## src/design/decoded_picture_slot_manager_macros.svh

```systemverilog
// Assertion macros shared by the slot manager RTL.
// Each macro takes a label, the clock, the active-low reset and two expressions.
`ifndef DECODED_PICTURE_SLOT_MANAGER_MACROS_SVH
`define DECODED_PICTURE_SLOT_MANAGER_MACROS_SVH
`ifndef SYNTH
// The consequent must hold in the same cycle as the antecedent.
`define DPSM_ASSERT_IMP(label, clk, rst_n, ante, cons) \
	label: assert property (@(posedge clk) disable iff (!(rst_n)) (ante) |-> (cons)) \
		else $error("slot manager assertion failed");
// The consequent must hold in the cycle after the antecedent.
`define DPSM_ASSERT_NXT(label, clk, rst_n, ante, cons) \
	label: assert property (@(posedge clk) disable iff (!(rst_n)) (ante) |=> (cons)) \
		else $error("slot manager assertion failed");
`else
`define DPSM_ASSERT_IMP(label, clk, rst_n, ante, cons)
`define DPSM_ASSERT_NXT(label, clk, rst_n, ante, cons)
`endif
`endif

```

## src/design/dpsm_pkg.sv

```systemverilog
`default_nettype none

package dpsm_pkg;

	// Widths of the fixed fields.
	localparam int TIME_W  = 64;
	localparam int STAMP_W = 32;
	localparam int CNT_W   = 6;
	localparam int SLOT_W  = 5;
	localparam int OP_W    = 3;

	// Operation codes.
	localparam logic [OP_W-1:0] OP_ALLOC      = 3'd0;
	localparam logic [OP_W-1:0] OP_ADD        = 3'd1;
	localparam logic [OP_W-1:0] OP_UPDATE     = 3'd2;
	localparam logic [OP_W-1:0] OP_REMOVE_REF = 3'd3;
	localparam logic [OP_W-1:0] OP_DISPLAY    = 3'd4;
	localparam logic [OP_W-1:0] OP_FLUSH      = 3'd5;

	// Counter limits and reset values.
	localparam logic [CNT_W-1:0]   CNT_MAX        = 6'd63;
	localparam logic [CNT_W-1:0]   MAX_WAIT_RESET = 6'd2;
	localparam logic [STAMP_W-1:0] STAMP_RESET    = 32'd1;

	// Commands from the controller to the datapath.
	typedef struct packed {
		logic load;
		logic scan_init;
		logic exec;
		logic issue;
		logic finish;
	} dpsm_cmd_t;

	// Status from the datapath to the controller.
	typedef struct packed {
		logic scan_needed;
		logic scan_last;
	} dpsm_sts_t;

endpackage

`default_nettype wire

```

## src/design/dpsm_ctrl.sv

```systemverilog
`default_nettype none

module dpsm_ctrl (
	input  logic                clk,
	input  logic                arst_n,
	input  logic                start,
	output logic                busy,
	input  dpsm_pkg::dpsm_sts_t sts,
	output dpsm_pkg::dpsm_cmd_t cmd
);

	typedef enum logic [2:0] {
		ST_IDLE,
		ST_DECIDE,
		ST_SCAN,
		ST_DRAIN,
		ST_FINISH
	} state_t;

	state_t state_q;

	// Sequencer: single-slot operations finish in the decide state, scans run
	// through every slot, wait in the drain state for the last compare, then finish.
	always_ff @(posedge clk or negedge arst_n) begin
		if (!arst_n) begin
			state_q <= ST_IDLE;
		end else begin
			case (state_q)
				ST_IDLE: begin
					if (start) begin
						state_q <= ST_DECIDE;
					end
				end
				ST_DECIDE: begin
					if (sts.scan_needed) begin
						state_q <= ST_SCAN;
					end else begin
						state_q <= ST_IDLE;
					end
				end
				ST_SCAN: begin
					if (sts.scan_last) begin
						state_q <= ST_DRAIN;
					end
				end
				ST_DRAIN: begin
					state_q <= ST_FINISH;
				end
				ST_FINISH: begin
					state_q <= ST_IDLE;
				end
				default: begin
					state_q <= ST_IDLE;
				end
			endcase
		end
	end

	// Command decode.
	assign busy          = (state_q != ST_IDLE);
	assign cmd.load      = (state_q == ST_IDLE) && start;
	assign cmd.scan_init = (state_q == ST_DECIDE) && sts.scan_needed;
	assign cmd.exec      = (state_q == ST_DECIDE) && !sts.scan_needed;
	assign cmd.issue     = (state_q == ST_SCAN);
	assign cmd.finish    = (state_q == ST_FINISH);

endmodule

`default_nettype wire

```

## config.mk

```make
export PLATFORM = sky130hd
export DESIGN_NAME = dpsm_ctrl
export DESIGN_NICKNAME = d
export VERILOG_FILES = /design/src/design/decoded_picture_slot_manager_macros.svh /design/src/design/dpsm_pkg.sv /design/src/design/dpsm_ctrl.sv
export SDC_FILE = /design/constraint.sdc
export NUM_CORES = 1
export LEC_CHECK = 0
export BUFFER_PORTS_ARGS = -buffer_cell sky130_fd_sc_hd__buf_2
export CAP_MARGIN = 20
export CORE_AREA = 2 2 39 41
export DETAILED_ROUTE_END_ITERATION = 7
export DIE_AREA = 0 0 41 43
export MAX_ROUTING_LAYER = met4
export PLACE_DENSITY_LB_ADDON = 0.3
export SLEW_MARGIN = 20
export SYNTH_ARGS = -nofsm -noshare
export SYNTH_HDL_FRONTEND = slang
export SYNTH_SLANG_ARGS = --single-unit
export TNS_END_PERCENT = 50
```

## constraint.sdc

```tcl
create_clock -name clk -period 1.3 [get_ports clk]
set_input_delay 0.13 -clock clk [delete_from_list [all_inputs] [get_ports clk]]
set_output_delay 0.13 -clock clk [all_outputs]
set_load 0.05 [all_outputs]
```

**Word level (Yosys, flattened, before mapping)**

Index checks and enable logic that the tools add are counted.

- Bitwise logic cells: 0
- Magnitude comparators: 0
- Divide/modulo/power cells: 0
- $add $sub $neg: 0
- Multipliers: 0
- Shift-type cells: 0
- Reduce and logical (&&, ||, !) cells: 7
- Multiplexer cells: 4
- Equal/unequal tests: 6

Operator list:

| operator | number |
|---|---|
| 3-bit case mux with 4 select lines | 1 |
| 3-bit by 2-bit equality test with 1-bit output, second input constant | 2 |
| 3-bit two-way mux | 2 |
| 2-bit != test, second input constant | 2 |
| 3-bit by 1-bit equality test with 1-bit output, second input constant | 1 |
| 3-bit equality test, second input constant | 1 |
| 1-bit logical AND | 3 |
| 3-bit logical NOT | 1 |
| 3-bit nonzero test | 1 |
| 2-bit two-way mux | 1 |
| 2-bit AND reduction | 1 |
| 1-bit logical NOT | 1 |

- Memories: 0
- Input port bits: 5
- Word-level logic and storage cells: 18
- Memory bits (writable): 0
- Register bits: 3
- Latch bits: 0
- Output and inout bits: 6
- ROM bits: 0

**Longest topological paths before layout**

Gate-level depths: netlist of run 1.

- Depth in word-level cells: 3
- Mapped depth: 2
- Gate-level depth less buffers: 2

**Worst setup path after synthesis of run 1**

OpenSTA, ideal clock, no wires.

- Kind: register -> output
- From: reg state_q[1]
- To: out cmd[2] (netlist bit)
- Buffers on the path: 0
- Stages on the path, launching flop included: 2
- Path slack: -0.949 ns
- Arrival time: 2.119 ns
- Data required time: 1.170 ns
- Cells stage by stage: dfrtp_1 -> nor4b_1

RTL lines:

| item | line | source |
|---|---|---|
| from (decl) | dpsm_ctrl.sv:20 | `state_t state_q;` |
| from (signal assigned) | dpsm_ctrl.sv:26 | `state_q <= ST_IDLE;` |
| from (signal assigned) | dpsm_ctrl.sv:31 | `state_q <= ST_DECIDE;` |
| from (signal assigned) | dpsm_ctrl.sv:36 | `state_q <= ST_SCAN;` |
| to (decl) | dpsm_ctrl.sv:9 | `output dpsm_pkg::dpsm_cmd_t cmd` |

==> results.ini, run 1 <==
[cells_and_area]
reg_top3 = state_q x3
post-route-cell-area_um2 = 417
layout-drive-gt1-share = 0.771
largest_reg_flops = 3
largest_register = state_q
area_delta_synth_final_pct = 143
antenna_cells = 0
final_nets = 41

[power]
leakagePower_nw = 0.190
p_per_area_mw_per_mm2 = 2600
report.power.total_mw = 1.08
max-vdd-ir-drop_mv = 1.24

[route]
dr.pass1.iters = 1
route.detailed.drc = 0
wl_per_cell_um = 9.51
drtIter0Drc = 0
ant_nets = 0
num_vias = 189
via_per_inst = 3.71
routed_wl_um = 485

[global_route]
track_usage = 0.0658
grt_max_degree = 7
antenna_found_initial = 0
grt_pass1_vias = 190
grt_pass1_wl_um = 772
grt_overflow_total = 0

[synth]
synth-warning-count = 0
synthDistinctLibCells = 12
yosysTopAreaCell = dfrtp_1
synth_area_um2 = 171
synth.top_cell.area_share = 0.438
yosysSeqAreaShare = 0.438
ys_seq_elements = 3
netlist_instances = 14
synth_area_per_cell_um2 = 12.2
synthTopCellsByArea = dfrtp_1, nor4bb_2, nor3b_2, or3_4, mux2i_1
syn-num-nets = 19

[placed_design]
place_area_um2 = 302
io_buffers = 10
gp_congestion = 0.728
dp_hpwl_um = 323

[die]
dieArea_mm2 = 0.00176
pin_count = 11
chipWidth_um = 41
die_height_um = 43
start_util = 0.124
row_count = 14
core_mm2 = 0.00138

[timing]
drv_slew = 0
fin_crit_sh = 1.10
slew_headroom = 0.836
finalHoldViolCount = 0
rsz0062_at_grt = true
skew_ns = 0.00137
period_needed_ns = 1.43
max_freq_ghz = 0.701
tightest_slew_ns = 0.248
setup_ws_ns = -0.126
setup_viol = 6

[critical_path]
reg2reg_depth = 3
startpoint_type = flop
slowest_delay_ns = 0.42
critPathCaptureType = output port
critPathKind = reg2out
required_ns = 1.17
slowest_stage = dfrtp_2
arrival_ns = 1.30
critPathMaxFanout = 3
crit_chain = or3_4, nor2_4, buf_6

[clocking]
clock_path_buffers = 2
clk_pin_slew_ns = 0.04
cts_sinks = 3
h-tree-depth = 1
cts_buffers = 3
clk_latency_ns = 0.23
root_buffer = clkbuf_4
cts_tree = yes

[hold_path]
hp-class = in2reg
hold_path_depth = 3

[flow_run]
maxCapViolCount = 0

[run_status]
status = complete, but fails checks
failed_checks = setup timing

## metal layers
metal	wire, um	global-route usage	share of wire
met1	214	0.0865	0.44
met2	217	0.0875	0.45
met3	54	0.0314	0.11
met4	0	0.0200	0
met5	0	-	0
## cell type report
type / instances / area (um^2)
clock buffer: 4 / 26.3
sequential: 3 / 77.6
inverter: 1 / 3.75
fill: 146 / 967
timing repair buffer: 17 / 156
tap: 16 / 20.0
multi-input combinational: 10 / 133
## layout by cell type (no fill, tap or decap)
master	Yosys	final
or3_4	1	1
nor4bb_4	0	1
nor3b_2	1	1
inv_1	1	1
clkbuf_1	0	1
dfrtp_1	3	1
mux2i_1	1	1
dfrtp_2	0	2
or2_1	1	1
nor4b_4	0	1
buf_12	0	1
buf_4	0	3
buf_6	0	7
dlygate4sd3_1	0	1
nor2_4	0	1
clkbuf_4	0	3
nor3b_4	0	1
nor3_1	1	1
and3b_1	1	1
buf_2	0	5
## logic make-up (layout without fill, tap and decap cells)
kind of cell,after synthesis,in the layout,synth area share
buffers and inverters,1,22,0.0219
muxes,1,1,0.0584
and+or+nand+nor,9,9,0.482
DFF,3,3,0.438
## critical path, delay by kind of cell (launching register included)
kind / cells / cell delay [ns]
buffers and inverters: 1 / 0.16
DFF: 1 / 0.42
and+or+nand+nor: 2 / 0.48
## timing repair
item | 4_1_cts | 5_1_grt
hold endpoints to repair | 3 | 0
resized for setup | 13 | 0
setup endpoints to repair | 6 | 6
buffers inserted | 2 | 1
hold buffers | 1 | 0
pin swaps | 2 | 0
## Yosys cell counts (all sizes together)
master,number
inv,1
nor4b,1
mux2i,1
or3,1
nor3b,2
nor3,1
nor4bb,1
nor2,1
dfrtp,3
and3b,1
or2,1
## metrics by stage
| stage | instances | utilization | hold slack [ns] | setup TNS (ns) | setup WS [ns] |
|---|---|---|---|---|---|
| after floorplan | 14 | - | -0.166 | -0.347 | -0.232 |
| after global placement | 43 | 0.218 | -0.0720 | 0 | 0.0233 |
| after detailed placement | 43 | 0.218 | -0.0736 | 0 | 0.0186 |
| after CTS | 50 | 0.296 | 0.202 | -0.538 | -0.147 |
| after global routing | 51 | 0.301 | 0.216 | -0.792 | -0.179 |
| final | 51 | 0.301 | 0.209 | -0.494 | -0.126 |
## path summary, 6_finish.rpt
path,start,slack (ns),endpoint
max,state_q[1]$_DFFE_PN0P_,-0.13,cmd[4]
min,sts[0],0.21,state_q[0]$_DFFE_PN0P_
max reg2reg,state_q[1]$_DFFE_PN0P_,0.25,state_q[1]$_DFFE_PN0P_
min reg2reg,state_q[0]$_DFFE_PN0P_,0.61,state_q[0]$_DFFE_PN0P_
max in group asynchronous,arst_n,0.97,state_q[2]$_DFFE_PN0P_
min in group asynchronous,arst_n,0.22,state_q[1]$_DFFE_PN0P_
## report_power, final
part	switching, mW	total (mW)	internal [mW]
clock network	0.0507	0.166	0.115
registers	0.0438	0.176	0.132
logic	0.402	0.740	0.338
No activity file was read; power rests on OpenSTA's default activity.
==> run 2, diff against run 1 <==
- SKIP_LAST_GASP: unset -> 1
==> results.ini, run 2 (synthesis results as in run 1) <==
[cells_and_area]
largest_reg_flops = 3  ; unchanged
largest_register = state_q
nFillCells = 148  ; +1.4%
post-route-util = 0.294  ; -0.00723
reg_top3 = state_q x3
antenna_cells = 0  ; unchanged
final_common_cell = buf_2
post-route-cell-area_um2 = 407  ; -2.4%
final_cell_mix = buf_2, buf_6, buf_4
final_nets = 41  ; unchanged
layout-drive-gt1-share = 0.771  ; unchanged
area_delta_synth_final_pct = 137

[timing]
finalHoldViolCount = 0  ; unchanged
tns_ns = -0.605  ; -0.110 ns
fin_crit_sh = 1.09  ; -0.00459
period_needed_ns = 1.42  ; -0.00597 ns
setup_viol = 6  ; unchanged
max_freq_ghz = 0.704  ; +0.42%
slew_headroom = 0.835  ; -0.000923
skew_ns = 0.000335  ; -0.00104 ns
rsz0062_at_grt = true
tightest_slew_ns = 0.250  ; +0.00139 ns
setup_ws_ns = -0.120  ; +0.00597 ns
drv_slew = 0  ; unchanged

[clocking]
cts_sinks = 3  ; unchanged
clk_latency_ns = 0.23  ; about the same
clk_pin_slew_ns = 0.04  ; about the same
clock_path_buffers = 2  ; unchanged
cts_tree = yes
h-tree-depth = 1  ; unchanged
cts_buffers = 3  ; unchanged
root_buffer = clkbuf_4

[die]
core_mm2 = 0.00138  ; unchanged
die_height_um = 43  ; unchanged
chipWidth_um = 41  ; unchanged
dieArea_mm2 = 0.00176  ; unchanged
row_count = 14  ; unchanged
pin_count = 11  ; unchanged
start_util = 0.124  ; unchanged

[global_route]
antenna_found_initial = 0  ; unchanged
grt_use_met1 = 0.0865  ; unchanged
track_usage = 0.0658  ; unchanged
grt_pass1_wl_um = 772  ; unchanged
met2_usage = 0.0875  ; unchanged
gr-max-usage-layer = met2
grt_overflow_total = 0  ; unchanged
gr-usage-met3 = 0.0314  ; unchanged
grt_pass1_vias = 188  ; -1.1%
grt_max_degree = 7  ; unchanged

[critical_path]
required_ns = 1.17  ; about the same
arrival_ns = 1.29  ; about the same
critPathMaxFanout = 5  ; +2
critPathKind = reg2out
startpoint_type = flop
ff2ff_setup_slack_ns = 0.23  ; -0.02 ns
critPathCaptureType = output port

[power]
leakagePower_nw = 0.188  ; -1.1%
p_per_area_mw_per_mm2 = 2590  ; -0.24%
max-vdd-ir-drop_mv = 1.21  ; -2.2%

[placed_design]
place_area_um2 = 302  ; unchanged
gp_congestion = 0.728  ; unchanged
dp_hpwl_um = 323  ; unchanged
io_buffers = 10  ; unchanged

[route]
ant_nets = 0  ; unchanged
num_vias = 197  ; +4.2%
via_per_inst = 3.86  ; +4.2%
route.detailed.drc = 0  ; unchanged
drtIter0Drc = 0  ; unchanged
dr.pass1.iters = 1  ; unchanged
routed_wl_um = 491  ; +1.2%
wl_per_cell_um = 9.63  ; +1.2%

[flow_run]
maxCapViolCount = 0  ; unchanged

[run_status]
status = complete, but fails checks
failed_checks = setup timing

[hold_path]
hp-class = in2reg

==> run 2: worst max-delay path: stages, from the launching register on <==
cell and delay, ns:
dfrtp_2 0.45, buf_12 0.14, nor4b_4 0.27, buf_6 0.19
==> run 2: worst paths after layout <==
| kind | end | depth (start not counted) | start |
|---|---|---|---|
| worst max-delay path | cmd[2] | 3 | state_q[2]$_DFFE_PN0P_ |
| worst min-delay path | state_q[0]$_DFFE_PN0P_ | 3 | sts[0] |
| worst max register to register | state_q[1]$_DFFE_PN0P_ | 3 | state_q[1]$_DFFE_PN0P_ |
| worst min register to register | state_q[0]$_DFFE_PN0P_ | 2 | state_q[0]$_DFFE_PN0P_ |
| max in group asynchronous | state_q[2]$_DFFE_PN0P_ | 2 | arst_n |
| min in group asynchronous | state_q[1]$_DFFE_PN0P_ | 2 | arst_n |
==> run 2: final cells by class <==
type                       instances  area [um^2]  share of cell area
tap                               16         20.0              0.0492
sequential                         3         77.6               0.191
inverter                           1         3.75             0.00923
multi-input combinational         10          133               0.326
timing repair buffer              17          146               0.360
clock buffer                       4         26.3              0.0646
==> run 2: through the flow <==
stage / power, mW / std cells / setup slack (ns) / hold WS [ns]
floorplan: 0.616 / 14 / -0.232 / -0.166
global placement: 0.766 / 43 / 0.0233 / -0.0720
detailed placement: 0.767 / 43 / 0.0186 / -0.0736
CTS: 1.05 / 50 / -0.147 / 0.202
global route: 1.11 / 51 / -0.172 / 0.216
finish: 1.05 / 51 / -0.120 / 0.208
==> run 2: report_power, final <==
group / switching [mW] / internal [mW] / total (mW)
clock network: 0.0500 / 0.115 / 0.165
registers: 0.0413 / 0.132 / 0.173
logic: 0.400 / 0.315 / 0.715
==> run 2: routing by layer <==
metal  up-vias  routed length (um)  part of all wire
met2        12                 219              0.45
met3         0                  58              0.12
met5         -                   0                 0
li1         94                   -                 -
met1        91                 212              0.43
met4         0                   0                 0
==> run 2: timing repair <==
| action | 4_1_cts | 5_1_grt |
|---|---|---|
| buffers inserted | 2 | 1 |
| setup endpoints to repair | 6 | 6 |
| hold buffers | 1 | 0 |
| pin swaps | 2 | 1 |
| gates cloned | 0 | 0 |
| hold endpoints to repair | 3 | 0 |
| gates resized for setup | 8 | 3 |
==> run 3, diff against run 2 <==
- clock period: 1.3 -> 1.2 ns (I/O delays scaled with it)
==> results.ini, run 3 (synthesis results as in run 1) <==
[die]
dieArea_mm2 = 0.00176  ; unchanged
core_mm2 = 0.00138  ; unchanged
chipWidth_um = 41  ; unchanged
die_height_um = 43  ; unchanged
row_count = 14  ; unchanged
pin_count = 11  ; unchanged
start_util = 0.124  ; unchanged

[timing]
setup_viol = 6  ; unchanged
finalHoldViolCount = 0  ; unchanged
tightest_slew_ns = 0.255  ; +0.00525 ns
setup_ws_ns = -0.189  ; -0.0695 ns
slew_headroom = 0.830  ; -0.00490
fin_crit_sh = 1.16
skew_ns = 0.00232  ; +0.00198 ns
rsz0062_at_grt = true
drv_slew = 0  ; unchanged
period_needed_ns = 1.39
max_freq_ghz = 0.720
fin_hold_ws_ns = 0.213  ; +0.00434 ns

[power]
report.power.total_mw = 1.11  ; +5.4%
max-vdd-ir-drop_mv = 0.841  ; -31%
leakagePower_nw = 0.175  ; -6.8%
p_per_area_mw_per_mm2 = 2880  ; +11%

[global_route]
grt_max_degree = 7  ; unchanged
grt_overflow_total = 0  ; unchanged
track_usage = 0.0772  ; +0.0114
antenna_found_initial = 0  ; unchanged
grt_pass1_vias = 197  ; +4.8%
grt_pass1_wl_um = 834  ; +8.0%

[run_status]
status = complete, but fails checks
failed_checks = setup timing

[route]
num_vias = 178  ; -9.6%
via_per_inst = 3.63  ; -6.0%
wl_per_cell_um = 10.2  ; +6.4%
dr.pass1.iters = 1  ; unchanged
ant_nets = 0  ; unchanged
route.detailed.drc = 0  ; unchanged
routed_wl_um = 502  ; +2.2%
drtIter0Drc = 0  ; unchanged

[critical_path]
critPathKind = reg2out
critPathMaxFanout = 6  ; +1
required_ns = 1.08  ; -0.09 ns
startpoint_type = flop
critPathCaptureType = output port
arrival_ns = 1.27  ; -0.02 ns

[cells_and_area]
final_cell_mix = buf_6, buf_2, clkbuf_4, buf_4, dfrtp_2
multi_input_area_um2 = 133  ; unchanged
largest_register = state_q
antenna_cells = 0  ; unchanged
reg_top3 = state_q x3
largest_reg_flops = 3  ; unchanged
final_nets = 39  ; -4.9%
nFillCells = 153  ; +3.4%
layout-drive-gt1-share = 0.758  ; -0.0139
final_common_cell = buf_6
final-seq-area_um2 = 77.6  ; unchanged
final_cells = 49  ; -3.9%
post-route-util = 0.278  ; -0.0154
area_delta_synth_final_pct = 125

[placed_design]
place_ws_ns = -0.0491  ; -0.0677 ns
gp_congestion = 0.677  ; -7.0%
dpl.cell_count = 44  ; +2.3%
io_buffers = 10  ; unchanged

[clocking]
clk_pin_slew_ns = 0.04  ; about the same
root_buffer = clkbuf_4
cts_buffers = 3  ; unchanged
clock_path_buffers = 2  ; unchanged
h-tree-depth = 1  ; unchanged
postCtsSetupBuffers = 0  ; -2
cts_tree = yes
clk_latency_ns = 0.23  ; about the same
cts_sinks = 3  ; unchanged

[hold_path]
hp-class = in2async

[flow_run]
maxCapViolCount = 0  ; unchanged

## run 3: cell types whose count changed in the layout (fill, tap and decap cells not counted)
cell    before  now
buf_4        4    3
buf_2        6    5
buf_6        5    6
buf_12       1    0
## run 3: cell type report
cell class	instances	share of cell area
Inverter	1	0.00974
Sequential cell	3	0.201
Timing Repair Buffer	15	0.325
Clock buffer	4	0.0682
Tap cell	16	0.0519
Multi-Input combinational cell	10	0.344
## run 3: routing by layer
| metal | global-route usage | part of all wire | vias up |
|---|---|---|---|
| li1 | - | - | 88 |
| met1 | 0.0932 | 0.44 | 81 |
| met2 | 0.0969 | 0.47 | 9 |
| met3 | 0.0314 | 0.088 | 0 |
| met4 | 0.0600 | 0 | 0 |
| met5 | - | 0 | - |
## run 3: what timing repair did
item                       4_1_cts  5_1_grt
gates resized for setup          9        3
pin swaps                        2        1
setup endpoints to repair        6        6
hold buffers                     1        0
hold endpoints to repair         3        0
## run 3: power breakdown
| part | internal, mW | total [mW] | switching [mW] | leakage (nW) |
|---|---|---|---|---|
| Combinational | 0.318 | 0.764 | 0.447 | 0.124 |
| Sequential | 0.142 | 0.171 | 0.0290 | 0.0362 |
| Clock | 0.124 | 0.175 | 0.0501 | 0.0150 |
## run 3: stage by stage
| stage | TNS, ns | cell area, um^2 |
|---|---|---|
| 6_report | -0.888 | 385 |
| 5_1_grt | -1.19 | 385 |
| 4_1_cts | -1.08 | 379 |
| 3_5_place_dp | -0.113 | 314 |
| 3_3_place_gp | -0.0607 | 314 |
| 2_1_floorplan | -0.589 | 214 |
## run 3: worst max-delay path, stage by stage (launching register included)
cell	delay [ns]
dfrtp_2	0.39
buf_6	0.14
nor4bb_4	0.30
buf_6	0.20
## run 3: path summary, 6_finish.rpt
kind / cells after the start / slack [ns] / start / endpoint
worst max-delay path: 3 / -0.19 / state_q[1]$_DFFE_PN0P_ / cmd[3]
worst min-delay path: 2 / 0.21 / arst_n / state_q[2]$_DFFE_PN0P_
worst max register to register: 3 / 0.15 / state_q[1]$_DFFE_PN0P_ / state_q[1]$_DFFE_PN0P_
worst min register to register: 2 / 0.60 / state_q[0]$_DFFE_PN0P_ / state_q[0]$_DFFE_PN0P_
max in group asynchronous: 2 / 0.87 / arst_n / state_q[1]$_DFFE_PN0P_
min in group clk: 3 / 0.22 / sts[0] / state_q[0]$_DFFE_PN0P_
